`src/sv/triple_fifo_with_copy_core_macros.svh`:
```
// Assertion macros shared by the triple FIFO core.
`ifndef TRIPLE_FIFO_WITH_COPY_CORE_MACROS_SVH
`define TRIPLE_FIFO_WITH_COPY_CORE_MACROS_SVH

// Condition holds at every clock edge outside reset.
`define TFC_ASSERT_ALWAYS(label, clk, rst, expr, msg) \
   label: assert property (@(posedge clk) disable iff (rst) (expr)) else $error(msg);

// Antecedent at one edge implies consequent at the next edge.
`define TFC_ASSERT_NEXT(label, clk, rst, ante, cons, msg) \
   label: assert property (@(posedge clk) disable iff (rst) (ante) |=> (cons)) \
      else $error(msg);

`endif

```
`src/sv/tfc_pkg.sv`:
```
// Shared types and codes for the triple FIFO core.
`default_nettype none

package tfc_pkg;

   localparam int NUM_QUEUES = 3;

   localparam logic [1:0] FUNC_PUSH = 2'd0;
   localparam logic [1:0] FUNC_POP  = 2'd1;

   localparam logic [1:0] QUEUE_ONE   = 2'd0;
   localparam logic [1:0] QUEUE_TWO   = 2'd1;
   localparam logic [1:0] QUEUE_THREE = 2'd2;
   localparam logic [1:0] QUEUE_NONE  = 2'd3;

   localparam logic [1:0] STATUS_OK    = 2'd0;
   localparam logic [1:0] STATUS_EMPTY = 2'd1;
   localparam logic [1:0] STATUS_FULL  = 2'd2;

   typedef struct packed {
      logic signed [31:0] popped_value;
      logic               popped_valid;
      logic [1:0]         status;
   } rsp_item_type;

endpackage

`default_nettype wire

```
`src/sv/tfc_entry_ram.sv`:
```
// Entry store: single write port, single registered read port.
`default_nettype none

module tfc_entry_ram #(
   parameter int DEPTH  = 48,
   parameter int ADDR_W = 6,
   parameter int WIDTH  = 32
) (
   input  wire logic              clock,
   input  wire logic              wr_en,
   input  wire logic [ADDR_W-1:0] wr_addr,
   input  wire logic [WIDTH-1:0]  wr_data,
   input  wire logic              rd_en,
   input  wire logic [ADDR_W-1:0] rd_addr,
   output logic      [WIDTH-1:0]  rd_data
);

   logic [WIDTH-1:0] mem [DEPTH];

   always_ff @(posedge clock) begin
      if (wr_en) begin
         mem[wr_addr] <= wr_data;
      end
   end

   always_ff @(posedge clock) begin
      if (rd_en) begin
         rd_data <= mem[rd_addr];
      end
   end

endmodule

`default_nettype wire

```
`src/sv/tfc_rsp_buffer.sv`:
```
// Two-entry result buffer: output register plus skid register.
`default_nettype none

module tfc_rsp_buffer
   import tfc_pkg::*;
(
   input  wire logic         clock,
   input  wire logic         reset,
   input  wire logic         push,
   input  wire rsp_item_type push_item,
   output logic              full,
   output logic              rsp_valid,
   input  wire logic         rsp_stall,
   output rsp_item_type      rsp_item
);

   rsp_item_type out_ff, out_in, skid_ff, skid_in;
   logic         out_valid_ff, out_valid_in, skid_valid_ff, skid_valid_in;
   logic         take;

   assign take      = out_valid_ff && !rsp_stall;
   assign full      = skid_valid_ff;
   assign rsp_valid = out_valid_ff;
   assign rsp_item  = out_ff;

   always_comb begin
      out_in        = out_ff;
      skid_in       = skid_ff;
      out_valid_in  = out_valid_ff && !take;
      skid_valid_in = skid_valid_ff;
      if (take && skid_valid_ff) begin
         out_in        = skid_ff;
         out_valid_in  = 1'b1;
         skid_valid_in = 1'b0;
      end
      if (push) begin
         if (!out_valid_in) begin
            out_in       = push_item;
            out_valid_in = 1'b1;
         end else begin
            skid_in       = push_item;
            skid_valid_in = 1'b1;
         end
      end
   end

   always_ff @(posedge clock) begin
      if (reset) begin
         out_valid_ff  <= 1'b0;
         skid_valid_ff <= 1'b0;
      end else begin
         out_valid_ff  <= out_valid_in;
         skid_valid_ff <= skid_valid_in;
      end
   end

   always_ff @(posedge clock) begin
      out_ff  <= out_in;
      skid_ff <= skid_in;
   end

endmodule

`default_nettype wire

```
`src/sv/triple_fifo_with_copy_core.sv`:
```
// Top level of the triple FIFO core with queue copy.
`default_nettype none
`include "triple_fifo_with_copy_core_macros.svh"

// Three FIFO queues of QUEUE_DEPTH entries share one entry RAM with a
// registered read port; head and fill levels sit in flops. A push, a pop
// from an empty queue and a copy that moves nothing finish in the cycle
// they are accepted. A pop reads the head entry into the RAM read register
// and gives its result from the ST_POP state. A copy of n entries does one
// RAM read per entry, pipelined into the write of the destination, and
// input is stalled while it runs. Every transaction gives one result; up
// to two results are held for the output side before input is stalled.
module triple_fifo_with_copy_core
   import tfc_pkg::*;
#(
   parameter int QUEUE_DEPTH = 16,
   parameter int DATA_WIDTH  = 32
) (
   input  wire logic               clock,
   input  wire logic               reset,
   input  wire logic               req_valid,
   output logic                    req_stall,
   input  wire logic [1:0]         req_func,
   input  wire logic [1:0]         req_queue_sel,
   input  wire logic [1:0]         req_dest_sel,
   input  wire logic signed [31:0] req_value,
   output logic                    rsp_valid,
   input  wire logic               rsp_stall,
   output logic signed [31:0]      rsp_popped_value,
   output logic                    rsp_popped_valid,
   output logic [1:0]              rsp_status
);

   localparam int PTR_W     = $clog2(QUEUE_DEPTH);
   localparam int CNT_W     = $clog2(QUEUE_DEPTH + 1);
   localparam int MEM_DEPTH = NUM_QUEUES * QUEUE_DEPTH;
   localparam int ADDR_W    = $clog2(MEM_DEPTH);

   localparam logic [1:0] ST_IDLE = 2'd0;
   localparam logic [1:0] ST_POP  = 2'd1;
   localparam logic [1:0] ST_COPY = 2'd2;

   function automatic logic [1:0] pick_queue(input logic [1:0] sel);
      return (sel == QUEUE_NONE) ? QUEUE_THREE : sel;
   endfunction

   function automatic logic [ADDR_W-1:0] slot_addr(input logic [1:0]       q,
                                                   input logic [PTR_W-1:0] head,
                                                   input logic [PTR_W-1:0] off);
      logic [PTR_W:0]    sum;
      logic [PTR_W:0]    pos;
      logic [ADDR_W-1:0] base;
      sum = {1'b0, head} + {1'b0, off};
      pos = (sum >= (PTR_W+1)'(QUEUE_DEPTH)) ? sum - (PTR_W+1)'(QUEUE_DEPTH) : sum;
      if (q == QUEUE_ONE) begin
         base = '0;
      end else if (q == QUEUE_TWO) begin
         base = ADDR_W'(QUEUE_DEPTH);
      end else begin
         base = ADDR_W'(2 * QUEUE_DEPTH);
      end
      return base + ADDR_W'(pos[PTR_W-1:0]);
   endfunction

   logic [1:0]       state_ff, state_in;
   logic [PTR_W-1:0] head_ff [NUM_QUEUES];
   logic [PTR_W-1:0] head_in [NUM_QUEUES];
   logic [CNT_W-1:0] fill_ff [NUM_QUEUES];
   logic [CNT_W-1:0] fill_in [NUM_QUEUES];

   logic [1:0]       copy_src_ff, copy_src_in, copy_dst_ff, copy_dst_in;
   logic [PTR_W-1:0] copy_head_ff, copy_head_in;
   logic [CNT_W-1:0] copy_n_ff, copy_n_in;
   logic [CNT_W-1:0] copy_rd_idx_ff, copy_rd_idx_in;
   logic [PTR_W-1:0] copy_wr_idx_ff, copy_wr_idx_in;
   logic             copy_wr_valid_ff, copy_wr_valid_in;

   logic                  req_accept;
   logic [1:0]            src;
   logic [PTR_W-1:0]      src_head;
   logic [CNT_W-1:0]      src_fill;
   logic                  copy_active;

   logic                  ram_wr_en, ram_rd_en;
   logic [ADDR_W-1:0]     ram_wr_addr, ram_rd_addr;
   logic [DATA_WIDTH-1:0] ram_wr_data, ram_rd_data;

   logic                  res_push, buf_full;
   rsp_item_type          res_item, out_item;

   assign req_stall   = (state_ff != ST_IDLE) || buf_full;
   assign req_accept  = req_valid && !req_stall;
   assign src         = pick_queue(req_queue_sel);
   assign src_head    = head_ff[src];
   assign src_fill    = fill_ff[src];
   assign copy_active = (req_dest_sel != QUEUE_NONE) && (req_dest_sel != src);

   always_comb begin
      state_in         = state_ff;
      head_in          = head_ff;
      fill_in          = fill_ff;
      copy_src_in      = copy_src_ff;
      copy_dst_in      = copy_dst_ff;
      copy_head_in     = copy_head_ff;
      copy_n_in        = copy_n_ff;
      copy_rd_idx_in   = copy_rd_idx_ff;
      copy_wr_idx_in   = copy_wr_idx_ff;
      copy_wr_valid_in = copy_wr_valid_ff;
      ram_wr_en        = 1'b0;
      ram_wr_addr      = '0;
      ram_wr_data      = '0;
      ram_rd_en        = 1'b0;
      ram_rd_addr      = '0;
      res_push         = 1'b0;
      res_item         = '0;
      case (state_ff)
         ST_IDLE: begin
            if (req_accept) begin
               if (req_func == FUNC_PUSH) begin
                  res_push = 1'b1;
                  if (src_fill >= CNT_W'(QUEUE_DEPTH)) begin
                     res_item.status = STATUS_FULL;
                  end else begin
                     ram_wr_en    = 1'b1;
                     ram_wr_addr  = slot_addr(src, src_head, src_fill[PTR_W-1:0]);
                     ram_wr_data  = DATA_WIDTH'($unsigned(req_value));
                     fill_in[src] = src_fill + CNT_W'(1);
                  end
               end else if (req_func == FUNC_POP) begin
                  if (src_fill == '0) begin
                     res_push        = 1'b1;
                     res_item.status = STATUS_EMPTY;
                  end else begin
                     ram_rd_en    = 1'b1;
                     ram_rd_addr  = slot_addr(src, src_head, '0);
                     head_in[src] = (src_head == PTR_W'(QUEUE_DEPTH - 1)) ?
                                    '0 : src_head + PTR_W'(1);
                     fill_in[src] = src_fill - CNT_W'(1);
                     state_in     = ST_POP;
                  end
               end else begin
                  res_push = 1'b1;
                  if (copy_active) begin
                     head_in[req_dest_sel] = '0;
                     fill_in[req_dest_sel] = src_fill;
                     copy_src_in           = src;
                     copy_dst_in           = req_dest_sel;
                     copy_head_in          = src_head;
                     copy_n_in             = src_fill;
                     copy_rd_idx_in        = '0;
                     copy_wr_valid_in      = 1'b0;
                     if (src_fill != '0) begin
                        state_in = ST_COPY;
                     end
                  end
               end
            end
         end
         ST_POP: begin
            res_push              = 1'b1;
            res_item.popped_value = 32'($signed(ram_rd_data));
            res_item.popped_valid = 1'b1;
            res_item.status       = STATUS_OK;
            state_in              = ST_IDLE;
         end
         ST_COPY: begin
            copy_wr_valid_in = (copy_rd_idx_ff != copy_n_ff);
            copy_wr_idx_in   = copy_rd_idx_ff[PTR_W-1:0];
            if (copy_rd_idx_ff != copy_n_ff) begin
               ram_rd_en      = 1'b1;
               ram_rd_addr    = slot_addr(copy_src_ff, copy_head_ff,
                                          copy_rd_idx_ff[PTR_W-1:0]);
               copy_rd_idx_in = copy_rd_idx_ff + CNT_W'(1);
            end
            if (copy_wr_valid_ff) begin
               ram_wr_en   = 1'b1;
               ram_wr_addr = slot_addr(copy_dst_ff, '0, copy_wr_idx_ff);
               ram_wr_data = ram_rd_data;
            end
            if ((copy_rd_idx_ff == copy_n_ff) && copy_wr_valid_ff) begin
               state_in = ST_IDLE;
            end
         end
         default: begin
            state_in = ST_IDLE;
         end
      endcase
   end

   always_ff @(posedge clock) begin
      if (reset) begin
         state_ff         <= ST_IDLE;
         copy_wr_valid_ff <= 1'b0;
         for (int i = 0; i < NUM_QUEUES; i++) begin
            head_ff[i] <= '0;
            fill_ff[i] <= '0;
         end
      end else begin
         state_ff         <= state_in;
         copy_wr_valid_ff <= copy_wr_valid_in;
         head_ff          <= head_in;
         fill_ff          <= fill_in;
      end
   end

   always_ff @(posedge clock) begin
      copy_src_ff    <= copy_src_in;
      copy_dst_ff    <= copy_dst_in;
      copy_head_ff   <= copy_head_in;
      copy_n_ff      <= copy_n_in;
      copy_rd_idx_ff <= copy_rd_idx_in;
      copy_wr_idx_ff <= copy_wr_idx_in;
   end

   tfc_entry_ram #(
      .DEPTH  (MEM_DEPTH),
      .ADDR_W (ADDR_W),
      .WIDTH  (DATA_WIDTH)
   ) u_entry_ram (
      .clock   (clock),
      .wr_en   (ram_wr_en),
      .wr_addr (ram_wr_addr),
      .wr_data (ram_wr_data),
      .rd_en   (ram_rd_en),
      .rd_addr (ram_rd_addr),
      .rd_data (ram_rd_data)
   );

   tfc_rsp_buffer u_rsp_buffer (
      .clock     (clock),
      .reset     (reset),
      .push      (res_push),
      .push_item (res_item),
      .full      (buf_full),
      .rsp_valid (rsp_valid),
      .rsp_stall (rsp_stall),
      .rsp_item  (out_item)
   );

   assign rsp_popped_value = out_item.popped_value;
   assign rsp_popped_valid = out_item.popped_valid;
   assign rsp_status       = out_item.status;

   `TFC_ASSERT_ALWAYS(a_fill_bound, clock, reset,
      (fill_ff[0] <= CNT_W'(QUEUE_DEPTH)) && (fill_ff[1] <= CNT_W'(QUEUE_DEPTH)) &&
      (fill_ff[2] <= CNT_W'(QUEUE_DEPTH)), "queue fill level beyond depth")
   `TFC_ASSERT_ALWAYS(a_no_overflow, clock, reset, !(res_push && buf_full),
      "result written into a full buffer")
   `TFC_ASSERT_NEXT(a_pop_result, clock, reset,
      req_accept && (req_func == FUNC_POP) && (src_fill != '0),
      res_push && res_item.popped_valid, "pop of a filled queue gave no entry")
   `TFC_ASSERT_ALWAYS(a_copy_range, clock, reset,
      !((state_ff == ST_COPY) && copy_wr_valid_ff) ||
      (CNT_W'(copy_wr_idx_ff) < copy_n_ff), "copy write beyond source fill")

endmodule

`default_nettype wire
```
`config.mk`:
```
export PLATFORM = sky130hd
export DESIGN_NAME = triple_fifo_with_copy_core
export DESIGN_NICKNAME = d
export VERILOG_FILES = /design/src/sv/tfc_pkg.sv /design/src/sv/tfc_entry_ram.sv /design/src/sv/tfc_rsp_buffer.sv /design/src/sv/triple_fifo_with_copy_core.sv
export VERILOG_INCLUDE_DIRS = /design/src /design/src/sv
export SDC_FILE = /design/constraint.sdc
export NUM_CORES = 2
export LEC_CHECK = 0
export BUFFER_PORTS_ARGS = -buffer_cell sky130_fd_sc_hd__buf_2
export CAP_MARGIN = 20
export CORE_ASPECT_RATIO = 0.7
export CORE_MARGIN = 2
export CORE_UTILIZATION = 60
export CTS_CLUSTER_DIAMETER = 30
export DETAILED_ROUTE_END_ITERATION = 8
export PLACE_DENSITY = 0.75
export SYNTH_ARGS = -nofsm -noshare
export SYNTH_HDL_FRONTEND = slang
export SYNTH_SLANG_ARGS = --single-unit
```
`constraint.sdc`:
```
create_clock -name clock -period 6.05 [get_ports clock]
set_input_delay 0.9075 -clock clock [delete_from_list [all_inputs] [get_ports clock]]
set_output_delay 0.9075 -clock clock [all_outputs]
set_load 0.01 [all_outputs]
```
==> key figures <==
Place
  – DP HPWL: between 100000 and 150000 um
  – IO buf count: between 70 and 80
  – Routability cong.: between 0.9 and 1
  – Inst Count DP: between 6000 and 7000

Worst setup path
  – Crit-path most repeated cell: buf_12
  – Endpoint class of the critical path: flop
  – Path depth of the worst reg2reg path: 15
  – Worst endpoint data arrival time: around 5900 ps
  – Crit path required time: around 6600 ps
  – Critical path depth: 16
  – Crit-path slowest cell: nor2_1
  – Crit Path Max Fanout: 60
  – Crit start category: input port
  – CP Buf/Inv Count: 5
  – Crit-path leading delay family: simple AND/OR/NAND/NOR gates
  – Sequence of cells on the critical path: buf_2 -> mux2i_1 -> o21ai_0 -> buf_4 -> inv_1 -> ha_1 -> o211ai_1 -> o31ai_4 -> and2_4 -> buf_12 -> buf_12 -> nand2_1 -> nand3_1 -> a21oi_1 -> nor2_1 -> nor4bb_1
  – Critical path class: input port to flop
  – Critical Path Max Stage Delay: about 800 ps

Clock tree
  – Hold_buf cts: 0
  – CTS tree: built
  – H-tree levels: 4
  – Clock buffer count from CTS: 197
  – Num Clock Sinks: around 1700
  – CTS Root Cell: clkbuf_16
  – Worst skew pair latency: 820 ps
  – PostCTS Resize Cnt: 0
  – Bufs on Longest Clock Path: 3
  – Setup Fix Bufs, Post-CTS: 0
  – Reg clk slew, reported paths: ~60 ps

Finish
  – Final net count: 5320
  – Final std cells w/o fill: around 7000
  – Layout cells sized above 1: 0.140
  – Layout area overhead: 15.7%
  – Final Util: 0.703

Min path
  – Worst hold stages: 1
  – Min-Delay Path Class: input port to flop

STA
  – Min Tclk post-route: around 5300 ps
  – Final TNS setup: 0 ps
  – Final setup fails: 0
  – Clock Skews: 28.5 ps
  – Final hold violation count: 0
  – Worst slew pin tran: approximately 1200 ps
  – Maximum clock rate: 188 MHz
  – Tcrit/Tclk final: 0.878
  – Rel. slew slack: 0.194
  – Pins over their slew limit: 0
  – RSZ-0062 raised after global routing: false

Job
  – Max-Cap Viols: 0

Floorplan
  – Die X: around 400 um
  – # IOs: slightly below 80
  – Core ar.: between 100000 and 150000 um2
  – Initial core utilization: 0.608
  – Die ar.: ~120000 um2
  – Die Y: roughly 280 um
  – FP Rows: roughly 100

Yosys
  – Async S/R FF share, synth: 0
  – Synth area leader: edfxtp_1
  – Synthesized flop and latch total: around 1700
  – Mapped Nets: 5157
  – Most instantiated cells after synthesis: edfxtp_1 (1625), nand2_1 (1349), nand3_1 (549)
  – Avg Inst Size Synth: roughly 13 um2
  – Top-area cell type share of the netlist area: 0.722
  – Synth area leaders: edfxtp_1 (72%), nand2_1 (7.5%), nand3_1 (4.1%)
  – Post-synth EDFFs: ~1600
  – Post-synthesis sequential area ratio: 0.742
  – Top-count cell post-synth: edfxtp_1
  – Mapped cell area: just under 70000 um2
  – Synth cell types: 70
  – Post-Syn Instances: around 5000
  – Synth Flop Type: edfxtp_1
  – Synth warnings: 0

Power and ir drop
  – Combinational share of power: 0.025
  – Clock Power Share: 0.482
  – P_int: 0.0205 W
  – Peak VDD IR: just over 0.3 mV
  – Switching Fraction: 0.212
  – Leak: roughly 28 nW
  – Switching pwr: ~0.0055 W
  – Flop pwr share: 0.493
  – Pwr dens: around 330 nW/um2

Global route
  – Busiest grt layer: met1
  – M2 GR Usage: 0.483
  – Met3 GRT Util: 0.103
  – First-pass GRT wire length: between 200000 and 300000 um
  – Pin count of the biggest net entering global routing: 130
  – Vias in the first global route: between 40000 and 50000
  – Initial antenna violation count: 19
  – Global-route track usage on met1: 0.485
  – GRT Total Usage: 0.341
  – GR Overflow Total: 0

Routing
  – Drt total wl: between 150000 and 200000 um
  – # DRC: 0
  – WL/cell: between 20 and 30 um
  – Iter 0 DRT Violations: approximately 7800
  – Via-per-instance ratio: between 6 and 7
  – Via count: between 40000 and 50000
  – DR pass1 iterations: 7
  – Routed Antenna Nets: 0

Run status
  – Status: complete, no violations
## cells by family (layout without fill, tap and decap cells)
kind of cell	Yosys count	in the layout	synth area share
and+or+nand+nor	2309	2309	0.150
DFF	1692	1692	0.742
adders and majority gates	12	12	0.00244
AOI/OAI and AO/OA	600	600	0.0627
xor gates and xnor gates	18	18	0.00233
buffers and inverters	354	682	0.0226
muxes	118	118	0.0177
other	0	13	0
## layout by cell type (no fill, tap or decap), drive strengths merged, types with 9 or more instances in the layout
| master | count |
|---|---|
| a2111oi | 30 |
| a211oi | 69 |
| a21oi | 94 |
| a22o | 37 |
| a22oi | 16 |
| a311oi | 33 |
| a31oi | 93 |
| and2 | 40 |
| and3 | 156 |
| buf | 297 |
| bufinv | 31 |
| clkbuf | 215 |
| clkinv | 63 |
| clkinvlp | 29 |
| dfxtp | 67 |
| diode | 13 |
| edfxtp | 1625 |
| ha | 10 |
| inv | 45 |
| mux2i | 115 |
| nand2 | 1350 |
| nand3 | 549 |
| nand4 | 9 |
| nor2 | 132 |
| nor3 | 17 |
| nor4bb | 29 |
| o2111a | 29 |
| o2111ai | 30 |
| o21ai | 90 |
| o22ai | 38 |
| xnor2 | 9 |
| xor2 | 9 |
## cell type report
type | count | area (um2)
fill | 7012 | 33000
antenna | 13 | 32.5
clock inverter | 149 | 1820
timing repair buffer | 299 | 2510
tap | 1508 | 1890
sequential | 1692 | 50100
inverter | 19 | 71.3
multi-input combinational | 3057 | 16500
clock buffer | 215 | 5160
## metrics by stage
step / power [W] / hold slack, ps / setup WS, ps / cell area, um2
finish: 0.0260 / 367 / 740 / 78200
global route: 0.0266 / 370 / 522 / 78100
CTS: 0.0260 / 326 / 874 / 78000
detailed placement: 0.0137 / 450 / 49.6 / 71100
global placement: 0.0137 / 443 / -1470 / 71000
floorplan: 0.0134 / 436 / 698 / 67600
## final timing paths
kind                    startpoint                     end  slack [ps]
setup / recovery  req_queue_sel[0]  u_entry_ram.rd_data[6]         740
hold / removal     req_dest_sel[0]          copy_dst_ff[0]         370
setup reg to reg        fill_ff[6]  u_entry_ram.rd_data[6]        1020
hold reg to reg         fill_ff[2]              fill_ff[2]         460
## metal layers
layer	up-vias	part of all wire
li1	19300	-
met1	22200	0.36
met2	3522	0.43
met3	500	0.16
met4	8	0.049
met5	-	0.00024
## power by group through the flow
stage	clock, W	sequential [W]	combinational (W)
final	0.0126	0.0128	0.000649
after global routing	0.0131	0.0128	0.000677
after CTS	0.0126	0.0128	0.000623
after detailed placement	0	0.0131	0.000617
after global placement	0	0.0131	0.000602
after floorplan	0	0.0131	0.000321
## flip-flops by register name (all words and copies together) (netlist names), 5 cells and up
name,cells
fill_ff,15
u_rsp_buffer.rsp_item,35
u_rsp_buffer.skid_ff,35
copy_rd_idx_ff,5
u_entry_ram.rd_data,32
head_ff,12
copy_n_ff,5
u_entry_ram.mem,1536
## worst reg2reg max path: stages, from the launching register on
cell and delay (ps):
dfxtp_1 320, mux2i_1 130, o21ai_0 100, buf_4 170, inv_1 150, ha_1 270, o211ai_1 260, o31ai_4 560
and2_4 680, buf_12 300, buf_12 300, nand2_1 140, nand3_1 100, a21oi_1 140, nor2_1 790, nor4bb_1 430
No activity file was read; power rests on OpenSTA's default activity.
